### config.mk
export PLATFORM = sky130hd
export DESIGN_NAME = turn_drive_turn_pose_controller_flat
export DESIGN_NICKNAME = d
export VERILOG_FILES = /design/src/tdt_pkg.sv /design/src/tdt_if.sv /design/src/tdt_cordic.sv /design/src/turn_drive_turn_pose_controller.sv /design/src/flat_wrapper.sv
export SDC_FILE = /design/constraint.sdc
export NUM_CORES = 2
export LEC_CHECK = 0
export ABC_AREA = 1
export BUFFER_PORTS_ARGS = -buffer_cell sky130_fd_sc_hd__buf_2
export CORE_ASPECT_RATIO = 1.75
export CORE_MARGIN = 2
export CORE_UTILIZATION = 35
export DETAILED_ROUTE_END_ITERATION = 8
export REMOVE_ABC_BUFFERS = 1
export SLEW_MARGIN = 20
export SYNTH_ARGS = -nofsm -noshare
export SYNTH_HDL_FRONTEND = slang
export SYNTH_SLANG_ARGS = --single-unit
### constraint.sdc
create_clock -name clock -period 13.2 [get_ports clock]
set_input_delay 1.32 -clock clock [delete_from_list [all_inputs] [get_ports clock]]
set_output_delay 1.32 -clock clock [all_outputs]
set_load 0.02 [all_outputs]
### src/tdt_pkg.sv
// Shared constants, types and helper functions of the turn-drive-turn controller.
`timescale 1ns / 1ps
`default_nettype none
package tdt_pkg;

   localparam int CORDIC_STEPS = 16;
   localparam int CORDIC_RUN   = (CORDIC_STEPS > 24) ? 24 : CORDIC_STEPS;
   localparam int CNT_W        = 5;

   localparam int XW = 37;
   localparam int ZW = 28;
   localparam int EW = 18;
   localparam int MA_W = 36;
   localparam int MB_W = 16;
   localparam int MP_W = MA_W + MB_W;
   localparam int RHO_W = 27;

   localparam logic signed [ZW-1:0] HALF_PI_Q24 = 28'sd26353589;
   localparam logic signed [EW-1:0] PI_Q13      = 18'sd25736;
   localparam logic signed [EW-1:0] TWO_PI_Q13  = 18'sd51472;
   localparam logic [MB_W-1:0]      MAG_GAIN    = 16'd39797;

   localparam logic [1:0] OP_GOAL = 2'd0;
   localparam logic [1:0] OP_POSE = 2'd1;
   localparam logic [1:0] OP_KEY  = 2'd2;

   localparam logic [7:0] KEY_GO     = 8'd103;
   localparam logic [7:0] KEY_RELOAD = 8'd114;

   localparam logic REQ_RELOAD = 1'b0;
   localparam logic REQ_NEXT   = 1'b1;

   localparam int CSR_IDX_W  = 3;
   localparam int CSR_DATA_W = 23;
   localparam logic [CSR_IDX_W-1:0] CSR_DRIVE_GAIN  = 3'd0;
   localparam logic [CSR_IDX_W-1:0] CSR_STEER_GAIN  = 3'd1;
   localparam logic [CSR_IDX_W-1:0] CSR_FINAL_GAIN  = 3'd2;
   localparam logic [CSR_IDX_W-1:0] CSR_MAX_LINEAR  = 3'd3;
   localparam logic [CSR_IDX_W-1:0] CSR_MAX_TURN    = 3'd4;
   localparam logic [CSR_IDX_W-1:0] CSR_ARRIVE_DIST = 3'd5;
   localparam logic [CSR_IDX_W-1:0] CSR_ALIGNED     = 3'd6;

   typedef enum logic [1:0] {
      MODE_STOP  = 2'd0,
      MODE_TURN  = 2'd1,
      MODE_DRIVE = 2'd2,
      MODE_FINAL = 2'd3
   } mode_type;

   // arctangent of 2^-i in units of 2^-24 rad
   function automatic logic [23:0] atan_entry(input logic [CNT_W-1:0] i);
      logic [23:0] r;
      case (i)
         5'd0:  r = 24'd13176795;
         5'd1:  r = 24'd7778716;
         5'd2:  r = 24'd4110060;
         5'd3:  r = 24'd2086331;
         5'd4:  r = 24'd1047214;
         5'd5:  r = 24'd524117;
         5'd6:  r = 24'd262123;
         5'd7:  r = 24'd131069;
         5'd8:  r = 24'd65536;
         5'd9:  r = 24'd32768;
         5'd10: r = 24'd16384;
         5'd11: r = 24'd8192;
         5'd12: r = 24'd4096;
         5'd13: r = 24'd2048;
         5'd14: r = 24'd1024;
         5'd15: r = 24'd512;
         5'd16: r = 24'd256;
         5'd17: r = 24'd128;
         5'd18: r = 24'd64;
         5'd19: r = 24'd32;
         5'd20: r = 24'd16;
         5'd21: r = 24'd8;
         5'd22: r = 24'd4;
         5'd23: r = 24'd2;
         default: r = 24'd0;
      endcase
      return r;
   endfunction

   // fold into [-pi, pi]; one pass covers inputs within [-3pi, 3pi]
   function automatic logic signed [EW-1:0] wrap_angle(input logic signed [EW-1:0] a);
      logic signed [EW-1:0] r;
      if (a > PI_Q13) begin
         r = a - TWO_PI_Q13;
      end else if (a < -PI_Q13) begin
         r = a + TWO_PI_Q13;
      end else begin
         r = a;
      end
      return r;
   endfunction

endpackage
`default_nettype wire

### src/tdt_if.sv
// Handshake channel interfaces: pose/key requests, responses and register writes.
`timescale 1ns / 1ps
`default_nettype none
interface tdt_req_if;
   logic        valid;
   logic        ready;
   logic [1:0]  operation;
   logic [23:0] pos_x;
   logic [23:0] pos_y;
   logic [15:0] heading;
   logic [7:0]  key_code;
   modport source (output valid, operation, pos_x, pos_y, heading, key_code, input ready);
   modport sink (input valid, operation, pos_x, pos_y, heading, key_code, output ready);
endinterface

interface tdt_rsp_if;
   logic        valid;
   logic        ready;
   logic        vel_valid;
   logic [22:0] linear_speed;
   logic [15:0] turn_speed;
   logic        request_valid;
   logic        request_code;
   logic [1:0]  mode;
   modport source (output valid, vel_valid, linear_speed, turn_speed, request_valid,
                   request_code, mode, input ready);
   modport sink (input valid, vel_valid, linear_speed, turn_speed, request_valid,
                 request_code, mode, output ready);
endinterface

interface tdt_csr_if;
   logic        valid;
   logic        ready;
   logic [2:0]  index;
   logic [22:0] data;
   modport source (output valid, index, data, input ready);
   modport sink (input valid, index, data, output ready);
endinterface
`default_nettype wire

### src/tdt_cordic.sv
// Iterative vectoring CORDIC: one micro-rotation per cycle through shared shifters.
`timescale 1ns / 1ps
`default_nettype none
module tdt_cordic (
   input  wire logic                          clock,
   input  wire logic                          reset,
   input  wire logic                          start,
   input  wire logic signed [24:0]            dx,
   input  wire logic signed [24:0]            dy,
   output logic                               done,
   output logic signed [tdt_pkg::XW-1:0]      x_out,
   output logic signed [tdt_pkg::ZW-1:0]      z_out
);
   import tdt_pkg::*;

   logic signed [XW-1:0] x_ff, y_ff, xs, ys, x_in, y_in;
   logic signed [XW-1:0] x0, y0;
   logic signed [ZW-1:0] z_ff, z_in, at;
   logic [CNT_W-1:0]     cnt_ff;
   logic                 busy_ff, done_ff;

   assign x0 = {{(XW-33){dx[24]}}, dx, 8'b0};
   assign y0 = {{(XW-33){dy[24]}}, dy, 8'b0};
   assign xs = x_ff >>> cnt_ff;
   assign ys = y_ff >>> cnt_ff;
   assign at = {{(ZW-24){1'b0}}, atan_entry(cnt_ff)};

   always_comb begin
      if (y_ff < 0) begin
         x_in = x_ff - ys;
         y_in = y_ff + xs;
         z_in = z_ff - at;
      end else begin
         x_in = x_ff + ys;
         y_in = y_ff - xs;
         z_in = z_ff + at;
      end
   end

   always_ff @(posedge clock) begin
      if (reset) begin
         busy_ff <= 1'b0;
         done_ff <= 1'b0;
         cnt_ff  <= '0;
      end else begin
         done_ff <= 1'b0;
         if (start) begin
            busy_ff <= 1'b1;
            cnt_ff  <= '0;
         end else if (busy_ff) begin
            cnt_ff <= cnt_ff + 1'b1;
            if (cnt_ff == CNT_W'(CORDIC_RUN - 1)) begin
               busy_ff <= 1'b0;
               done_ff <= 1'b1;
            end
         end
      end
   end

   always_ff @(posedge clock) begin
      if (start) begin
         // pre-rotate the left half-plane by a quarter turn
         if (x0 < 0) begin
            if (y0 >= 0) begin
               x_ff <= y0;
               y_ff <= -x0;
               z_ff <= HALF_PI_Q24;
            end else begin
               x_ff <= -y0;
               y_ff <= x0;
               z_ff <= -HALF_PI_Q24;
            end
         end else begin
            x_ff <= x0;
            y_ff <= y0;
            z_ff <= '0;
         end
      end else if (busy_ff) begin
         x_ff <= x_in;
         y_ff <= y_in;
         z_ff <= z_in;
      end
   end

   assign done  = done_ff;
   assign x_out = x_ff;
   assign z_out = z_ff;

endmodule
`default_nettype wire

### src/turn_drive_turn_pose_controller.sv
// Turn-drive-turn go-to-goal controller top level: sequencer, shared multiplier, registers.
// Use: req_chan carries goal poses (operation 0), pose samples (1) and key events (2).
// Every accepted request beat yields exactly one rsp_chan beat with the held velocity
// command, an optional pose request and the mode after the item.
// csr_chan writes the seven gain and limit registers; it is always ready.
// Goal, key, stopped-pose and unused-operation items go straight to the response; a
// final-turn pose checks the alignment and, unless aligned, runs the shared multiplier
// once. A turn or drive pose runs the vectoring CORDIC (one step a cycle, 16 steps) and
// the shared 36x16 multiplier up to three times: the magnitude, then in turn mode the turn
// speed unless aligned, or in drive mode the linear and turn speeds unless arriving; a
// pose on the goal itself skips the CORDIC.
// req_chan.ready is high only while idle, so one item is in flight at a time; the next
// item is taken the cycle after its response beat is accepted.
// The response is held in registers while rsp_chan.ready is low.
// Reset (synchronous, active high) returns the registers to their defaults, clears the
// goal and held speeds, and puts the controller in the stop mode.
`timescale 1ns / 1ps
`default_nettype none
module turn_drive_turn_pose_controller (
   input wire logic clock,
   input wire logic reset,
   tdt_req_if.sink  req_chan,
   tdt_rsp_if.source rsp_chan,
   tdt_csr_if.sink  csr_chan
);
   import tdt_pkg::*;

   typedef enum logic [3:0] {
      S_IDLE, S_CORD, S_MAG, S_RHO, S_LMUL, S_LIN, S_FCHK, S_TMUL, S_TURN, S_OUT
   } state_type;

   state_type state_ff;

   logic [15:0] drive_gain_ff, steer_gain_ff, final_gain_ff;
   logic [22:0] max_lin_ff, arrive_ff;
   logic [14:0] max_turn_ff, aligned_ff;

   mode_type          mode_ff;
   logic [23:0]       goal_x_ff, goal_y_ff;
   logic [15:0]       goal_h_ff;
   logic [22:0]       held_lin_ff;
   logic signed [15:0] held_turn_ff;
   logic              vel_valid_ff, req_valid_ff, req_code_ff;

   logic signed [EW-1:0] err_ff;
   logic [15:0]          ph_ff;
   logic [MA_W-1:0]      mul_a_ff;
   logic [MB_W-1:0]      mul_b_ff;
   logic [MP_W-1:0]      prod_ff;

   logic               accept;
   logic signed [24:0] dx, dy;
   logic               zero_vec;
   logic               cord_start, cord_done;
   logic signed [XW-1:0] cord_x;
   logic signed [ZW-1:0] cord_z;
   logic signed [ZW-1:0] z_rnd;
   logic signed [EW-1:0] ang;
   logic [MP_W:0]        rho_sum;
   logic [14:0]          abs_e;
   logic                 aligned;
   logic [14:0]          turn_mag;
   logic [22:0]          lin_cl;
   logic [MP_W-13:0]     prod_sh;

   assign accept = req_chan.valid && req_chan.ready;
   assign req_chan.ready = (state_ff == S_IDLE);
   assign csr_chan.ready = 1'b1;

   assign dx = $signed({goal_x_ff[23], goal_x_ff}) - $signed({req_chan.pos_x[23], req_chan.pos_x});
   assign dy = $signed({goal_y_ff[23], goal_y_ff}) - $signed({req_chan.pos_y[23], req_chan.pos_y});
   assign zero_vec = (dx == '0) && (dy == '0);
   assign cord_start = accept && (req_chan.operation == OP_POSE) &&
                       ((mode_ff == MODE_TURN) || (mode_ff == MODE_DRIVE)) && !zero_vec;

   tdt_cordic u_cordic (
      .clock (clock),
      .reset (reset),
      .start (cord_start),
      .dx    (dx),
      .dy    (dy),
      .done  (cord_done),
      .x_out (cord_x),
      .z_out (cord_z)
   );

   // Q24 angle to Q13 with rounding
   assign z_rnd   = cord_z + ZW'(1024);
   assign ang     = EW'(z_rnd >>> 11);
   assign rho_sum = {1'b0, prod_ff} + (MP_W+1)'(1 << 23);
   assign abs_e   = err_ff[EW-1] ? 15'(-err_ff) : err_ff[14:0];
   assign aligned = abs_e < aligned_ff;
   assign prod_sh = prod_ff[MP_W-1:12];
   assign turn_mag = (prod_sh > (MP_W-12)'(max_turn_ff)) ? max_turn_ff : prod_sh[14:0];
   assign lin_cl   = (prod_sh > (MP_W-12)'(max_lin_ff)) ? max_lin_ff : prod_sh[22:0];

   // shared multiplier, one registered product a cycle
   always_ff @(posedge clock) begin
      prod_ff <= {{MB_W{1'b0}}, mul_a_ff} * {{MA_W{1'b0}}, mul_b_ff};
   end

   always_ff @(posedge clock) begin
      if (reset) begin
         state_ff      <= S_IDLE;
         drive_gain_ff <= 16'd3072;
         steer_gain_ff <= 16'd4096;
         final_gain_ff <= 16'd4096;
         max_lin_ff    <= 23'd19200;
         max_turn_ff   <= 15'd3277;
         arrive_ff     <= 23'd1280;
         aligned_ff    <= 15'd246;
         mode_ff       <= MODE_STOP;
         goal_x_ff     <= '0;
         goal_y_ff     <= '0;
         goal_h_ff     <= '0;
         held_lin_ff   <= '0;
         held_turn_ff  <= '0;
         vel_valid_ff  <= 1'b0;
         req_valid_ff  <= 1'b0;
         req_code_ff   <= REQ_RELOAD;
      end else begin
         if (csr_chan.valid) begin
            case (csr_chan.index)
               CSR_DRIVE_GAIN:  drive_gain_ff <= csr_chan.data[15:0];
               CSR_STEER_GAIN:  steer_gain_ff <= csr_chan.data[15:0];
               CSR_FINAL_GAIN:  final_gain_ff <= csr_chan.data[15:0];
               CSR_MAX_LINEAR:  max_lin_ff    <= csr_chan.data;
               CSR_MAX_TURN:    max_turn_ff   <= csr_chan.data[14:0];
               CSR_ARRIVE_DIST: arrive_ff     <= csr_chan.data;
               CSR_ALIGNED:     aligned_ff    <= csr_chan.data[14:0];
               default: ;
            endcase
         end

         case (state_ff)
            S_IDLE: begin
               if (accept) begin
                  ph_ff        <= req_chan.heading;
                  vel_valid_ff <= 1'b0;
                  req_valid_ff <= 1'b0;
                  req_code_ff  <= REQ_RELOAD;
                  state_ff     <= S_OUT;
                  case (req_chan.operation)
                     OP_GOAL: begin
                        goal_x_ff <= req_chan.pos_x;
                        goal_y_ff <= req_chan.pos_y;
                        goal_h_ff <= req_chan.heading;
                        mode_ff   <= MODE_TURN;
                     end
                     OP_POSE: begin
                        vel_valid_ff <= 1'b1;
                        case (mode_ff)
                           MODE_TURN, MODE_DRIVE: begin
                              if (zero_vec) begin
                                 mul_a_ff <= '0;
                                 mul_b_ff <= MAG_GAIN;
                                 err_ff   <= wrap_angle(-$signed({{2{req_chan.heading[15]}},
                                                                   req_chan.heading}));
                                 state_ff <= S_MAG;
                              end else begin
                                 state_ff <= S_CORD;
                              end
                           end
                           MODE_FINAL: begin
                              err_ff <= wrap_angle($signed({{2{goal_h_ff[15]}}, goal_h_ff}) -
                                                   $signed({{2{req_chan.heading[15]}},
                                                            req_chan.heading}));
                              state_ff <= S_FCHK;
                           end
                           default: begin
                              held_lin_ff  <= '0;
                              held_turn_ff <= '0;
                           end
                        endcase
                     end
                     OP_KEY: begin
                        if (req_chan.key_code == KEY_GO) begin
                           mode_ff <= MODE_TURN;
                        end else begin
                           if (req_chan.key_code == KEY_RELOAD) begin
                              req_valid_ff <= 1'b1;
                              req_code_ff  <= REQ_RELOAD;
                           end
                           mode_ff      <= MODE_STOP;
                           held_lin_ff  <= '0;
                           held_turn_ff <= '0;
                           vel_valid_ff <= 1'b1;
                        end
                     end
                     default: ;
                  endcase
               end
            end
            S_CORD: begin
               if (cord_done) begin
                  mul_a_ff <= cord_x[MA_W-1:0];
                  mul_b_ff <= MAG_GAIN;
                  err_ff   <= wrap_angle(ang - $signed({{2{ph_ff[15]}}, ph_ff}));
                  state_ff <= S_MAG;
               end
            end
            S_MAG: begin
               state_ff <= S_RHO;
            end
            S_RHO: begin
               if (mode_ff == MODE_TURN) begin
                  if (aligned) begin
                     mode_ff      <= MODE_DRIVE;
                     held_turn_ff <= '0;
                     state_ff     <= S_OUT;
                  end else begin
                     mul_a_ff <= MA_W'(abs_e);
                     mul_b_ff <= steer_gain_ff;
                     state_ff <= S_TMUL;
                  end
               end else begin
                  if (rho_sum[24 +: RHO_W] < RHO_W'(arrive_ff)) begin
                     mode_ff      <= MODE_FINAL;
                     held_lin_ff  <= '0;
                     held_turn_ff <= '0;
                     state_ff     <= S_OUT;
                  end else begin
                     mul_a_ff <= MA_W'(rho_sum[24 +: RHO_W]);
                     mul_b_ff <= drive_gain_ff;
                     state_ff <= S_LMUL;
                  end
               end
            end
            S_LMUL: begin
               state_ff <= S_LIN;
            end
            S_LIN: begin
               held_lin_ff <= lin_cl;
               mul_a_ff    <= MA_W'(abs_e);
               mul_b_ff    <= steer_gain_ff;
               state_ff    <= S_TMUL;
            end
            S_FCHK: begin
               if (aligned) begin
                  mode_ff      <= MODE_STOP;
                  held_turn_ff <= '0;
                  req_valid_ff <= 1'b1;
                  req_code_ff  <= REQ_NEXT;
                  state_ff     <= S_OUT;
               end else begin
                  mul_a_ff <= MA_W'(abs_e);
                  mul_b_ff <= final_gain_ff;
                  state_ff <= S_TMUL;
               end
            end
            S_TMUL: begin
               state_ff <= S_TURN;
            end
            S_TURN: begin
               held_turn_ff <= err_ff[EW-1] ? -$signed({1'b0, turn_mag})
                                            : $signed({1'b0, turn_mag});
               state_ff     <= S_OUT;
            end
            S_OUT: begin
               // hold the beat until taken
               if (rsp_chan.ready) begin
                  state_ff <= S_IDLE;
               end
            end
            default: state_ff <= S_IDLE;
         endcase
      end
   end

   assign rsp_chan.valid         = (state_ff == S_OUT);
   assign rsp_chan.vel_valid     = vel_valid_ff;
   assign rsp_chan.linear_speed  = held_lin_ff;
   assign rsp_chan.turn_speed    = held_turn_ff;
   assign rsp_chan.request_valid = req_valid_ff;
   assign rsp_chan.request_code  = req_code_ff;
   assign rsp_chan.mode          = mode_ff;

endmodule
`default_nettype wire
### src/flat_wrapper.sv
// flat-port wrapper written by rule: the top's interface ports become plain ports
module turn_drive_turn_pose_controller_flat import tdt_pkg::*;
  (clock, reset, req_chan_valid, req_chan_operation, req_chan_pos_x, req_chan_pos_y, req_chan_heading, req_chan_key_code, req_chan_ready, rsp_chan_valid, rsp_chan_vel_valid, rsp_chan_linear_speed, rsp_chan_turn_speed, rsp_chan_request_valid, rsp_chan_request_code, rsp_chan_mode, rsp_chan_ready, csr_chan_valid, csr_chan_index, csr_chan_data, csr_chan_ready);
  tdt_req_if req_chan_i ();
  tdt_rsp_if rsp_chan_i ();
  tdt_csr_if csr_chan_i ();
  input wire logic clock;
  input wire logic reset;
  input wire logic [$bits(req_chan_i.valid)-1:0] req_chan_valid;
  input wire logic [$bits(req_chan_i.operation)-1:0] req_chan_operation;
  input wire logic [$bits(req_chan_i.pos_x)-1:0] req_chan_pos_x;
  input wire logic [$bits(req_chan_i.pos_y)-1:0] req_chan_pos_y;
  input wire logic [$bits(req_chan_i.heading)-1:0] req_chan_heading;
  input wire logic [$bits(req_chan_i.key_code)-1:0] req_chan_key_code;
  output wire logic [$bits(req_chan_i.ready)-1:0] req_chan_ready;
  output wire logic [$bits(rsp_chan_i.valid)-1:0] rsp_chan_valid;
  output wire logic [$bits(rsp_chan_i.vel_valid)-1:0] rsp_chan_vel_valid;
  output wire logic [$bits(rsp_chan_i.linear_speed)-1:0] rsp_chan_linear_speed;
  output wire logic [$bits(rsp_chan_i.turn_speed)-1:0] rsp_chan_turn_speed;
  output wire logic [$bits(rsp_chan_i.request_valid)-1:0] rsp_chan_request_valid;
  output wire logic [$bits(rsp_chan_i.request_code)-1:0] rsp_chan_request_code;
  output wire logic [$bits(rsp_chan_i.mode)-1:0] rsp_chan_mode;
  input wire logic [$bits(rsp_chan_i.ready)-1:0] rsp_chan_ready;
  input wire logic [$bits(csr_chan_i.valid)-1:0] csr_chan_valid;
  input wire logic [$bits(csr_chan_i.index)-1:0] csr_chan_index;
  input wire logic [$bits(csr_chan_i.data)-1:0] csr_chan_data;
  output wire logic [$bits(csr_chan_i.ready)-1:0] csr_chan_ready;
  assign req_chan_i.valid = req_chan_valid;
  assign req_chan_i.operation = req_chan_operation;
  assign req_chan_i.pos_x = req_chan_pos_x;
  assign req_chan_i.pos_y = req_chan_pos_y;
  assign req_chan_i.heading = req_chan_heading;
  assign req_chan_i.key_code = req_chan_key_code;
  assign req_chan_ready = req_chan_i.ready;
  assign rsp_chan_valid = rsp_chan_i.valid;
  assign rsp_chan_vel_valid = rsp_chan_i.vel_valid;
  assign rsp_chan_linear_speed = rsp_chan_i.linear_speed;
  assign rsp_chan_turn_speed = rsp_chan_i.turn_speed;
  assign rsp_chan_request_valid = rsp_chan_i.request_valid;
  assign rsp_chan_request_code = rsp_chan_i.request_code;
  assign rsp_chan_mode = rsp_chan_i.mode;
  assign rsp_chan_i.ready = rsp_chan_ready;
  assign csr_chan_i.valid = csr_chan_valid;
  assign csr_chan_i.index = csr_chan_index;
  assign csr_chan_i.data = csr_chan_data;
  assign csr_chan_ready = csr_chan_i.ready;
  turn_drive_turn_pose_controller u_core (.clock(clock), .reset(reset), .req_chan(req_chan_i), .rsp_chan(rsp_chan_i), .csr_chan(csr_chan_i));
endmodule
==> results.md <==
* Worst setup EP type: register
* H-tree lvl count at 2
* Router iterations before antenna repair at 6
* Maxcap violations at 0
* Sequential element share of the synthesized area at 18.7%
* Hold_buf cts at 0
* Initial Util at 35.2%
* Post_cts resized at 0
* Fin nets at 10.4k
* Minimum clock period at 7.34 ns
* Setup crit start kind: register
* Share of cells above drive strength 1 at 5.06%
* Most frequent cells in the layout: 2,667 x nand2_1, 1,661 x inv_1, 612 x nand3_1
* GRT Residual Overflow at 0
* Commonest non-fill, non-tap cell in the layout: nand2_1
* Die Span Y at 564 µm
* Antenna Violating Nets Remaining at 0
* Final worst-path cycle share at 55.6%
* Proportion of synthesized area in mux cells at 0.0160%
* Skew final at 0.0718 ns
* CTS Buffer Depth at 3
* Final Max Slew Viols at 0
* GR Util met2 at 47.8%
* Vias/cell at 5.19
* Routing usage on met3 at 3.16%
* Syn Area/Cell at 6.62 µm²
* Vias in the first global route at 62.2k
* Tightest Pin Transition at 1.04 ns
* Postcts setup bufs at 0
* #FFs+latches synth at 493
* WL/cell at 20.0 µm
* Number of port buffers at 150
* Ys flop type: dfxtp_1
* RSZ-0062 raised after global routing: false
* Row count at 205
* Die Width at 324 µm
* GRT Total Usage at 25.6%
* Critical Path RT at 13.76 ns
* Crit Path Class: register to register
* WL final at 236 mm
* CTS tree: done
* Setup TNS at 0 ns
* Total die area at 182,000 µm²
* Final setup vio count at 0
* DR iter-0 viols at 3,781
* Post-synth ARST share at 0%
* Io pins at 152
* Relative slew slack at 30.7%
* First-pass GRT wire length at 359 mm
* Grt met1 use at 26.0%
* Core area at 178,000 µm²
* Post-Synth Adder-Cell Area at 23.5%
* GP Congestion at 1.01
* DRC viols at 0
* Outcome: finished clean
* Clk_lat worst skew at 0.74 ns
* Cts bufs inserted at 59
* Area Growth Syn to Fin at 7.93%
* Max Clk Rate at 136 MHz
* Pin count of the biggest net entering global routing at 122
* # clock sinks at 493
* Distinct cell type count after synthesis at 66
* DP HPWL at 192 mm
* Gr busiest metal: met2
* Clk slew on worst S/H paths at 0.07 ns
* HP Class: register to register
* Worst-path maximum fanout at 17
* Simple-gate share of the synthesized area at 28.1%
* XOR/XNOR share of the synthesized area at 4.26%
* Final-report hold violation count at 0
* Worst endpoint data arrival time at 7.89 ns
* CTS root buf: clkbuf_16
* Compound-cell area share of the yosys netlist at 12.7%
* Largest family of logic cells by synthesized area: simple AND/OR/NAND/NOR gates
* Post-Syn Instances at 9,452
* Via count at 61.3k
* R2R Setup Slk at 5.86 ns
* Initial antenna violation count at 6
* Yosys warns at 0
* Post-synthesis instance area at 62,600 µm²
* Post-synth EDFFs at 186
## metal layers
metal | routed length, µm | vias to the layer above
met5 | 27 | -
met2 | 122000 | 1890
met3 | 11100 | 655
li1 | - | 29661
met4 | 19600 | 4
met1 | 82900 | 29078
## critical path, stage by stage (launching register included)
cell and delay (ns):
edfxtp_1 0.86, nand2_1 0.18, fa_1 0.56, inv_1 0.05, fa_1 0.48, fa_1 0.52, fa_1 0.52, fa_1 0.54
inv_1 0.05, fa_1 0.58, inv_1 0.06, ha_1 0.40, a21oi_1 0.16, inv_1 0.09, a31oi_1 0.41, o211ai_1 0.24
a21oi_1 0.47, inv_1 0.13, a21oi_1 0.26, o211ai_1 0.20, nand2_1 0.15, nand2_1 0.08, xor2_1 0.15
## flip-flops by register name (all words and copies together) (netlist names), 4 cells and up
register                      cells
u_core.drive_gain_ff             16
u_core.arrive_ff                 23
u_core.ph_ff                     16
u_core.u_cordic.z_out            28
u_core.u_cordic.y_ff             37
u_core.goal_h_ff                 16
u_core.max_lin_ff                23
u_core.rsp_chan.linear_speed     23
u_core.err_ff                    16
u_core.max_turn_ff               15
u_core.steer_gain_ff             16
u_core.final_gain_ff             16
u_core.u_cordic.x_out            37
u_core.u_cordic.at               24
u_core.goal_x_ff                 24
u_core.mul_a_ff                  36
u_core.mul_b_ff                  16
u_core.state_ff                   4
u_core.u_cordic.cnt_ff            5
u_core.goal_y_ff                 24
u_core.rsp_chan.turn_speed       16
u_core.aligned_ff                15
u_core.prod_ff                   40
## logic make-up (layout without fill, tap and decap cells)
family	count (synthesis)	in the layout
compound gates	1447	1447
xor+xnor	303	303
fa+ha+maj	890	890
buf+inv	2081	2048
flops	493	493
mux	1	1
other cells	1	4
simple gates	4236	4236
## final timing paths
kind | start | to | depth (start not counted)
worst max-delay path | u_core.mul_a_ff[8]$_SDFFCE_PN0P_ | u_core.prod_ff[49]$_DFF_P_ | 22
worst min-delay path | u_core.steer_gain_ff[10]$_SDFFE_PP0P_ | u_core.steer_gain_ff[10]$_SDFFE_PP0P_ | 2
worst max register to register | u_core.mul_a_ff[8]$_SDFFCE_PN0P_ | u_core.prod_ff[49]$_DFF_P_ | 22
worst min register to register | u_core.steer_gain_ff[10]$_SDFFE_PP0P_ | u_core.steer_gain_ff[10]$_SDFFE_PP0P_ | 2
## cells in the mapped netlist (all sizes together) (13+ instances only)
library cell	instances	share of area (%)
edfxtp	186	8.9
nand3b	20	0.24
a21o	14	0.17
inv	1708	10
a31oi	57	0.57
o22ai	19	0.19
o21ai	590	4.7
nand2	2700	16
o21a	27	0.32
o211ai	92	1.1
nor4	20	0.21
fa	480	15
buf	81	0.65
a21oi	567	4.6
o2111ai	14	0.20
dfxtp	307	9.8
ha	410	8.2
or2	23	0.23
xnor2	100	1.4
xor2	203	2.9
nand3	622	5.1
nand4	108	1.1
clkbuf	283	1.7
nor3	91	0.78
nor2	624	3.9
a211oi	13	0.16
## metrics by stage
stage	setup slack [ns]	utilization (%)	cells	area (µm²)	hold slack, ns
after floorplan	6.57	-	9088	61100	0.429
after global placement	6.03	36.8	11687	65400	0.440
after detailed placement	5.96	36.8	11687	65500	0.448
after CTS	5.88	38.0	11799	67600	0.459
after global routing	5.65	38.0	11801	67600	0.470
final	5.86	38.0	11802	67600	0.456
## layout make-up
cell class,count,area (µm²)
fillers,19319,110000
multi-input cells,6878,43000
flip-flops and latches,493,11700
inverters,1717,6450
well taps,2380,2980
clock buffers,74,1620
repair buffers,219,1270
clock inverters,38,510
diodes,3,7.51
Power is not shown: default switching activity piles up to over one toggle a cycle in this logic, so the estimate is an artifact.
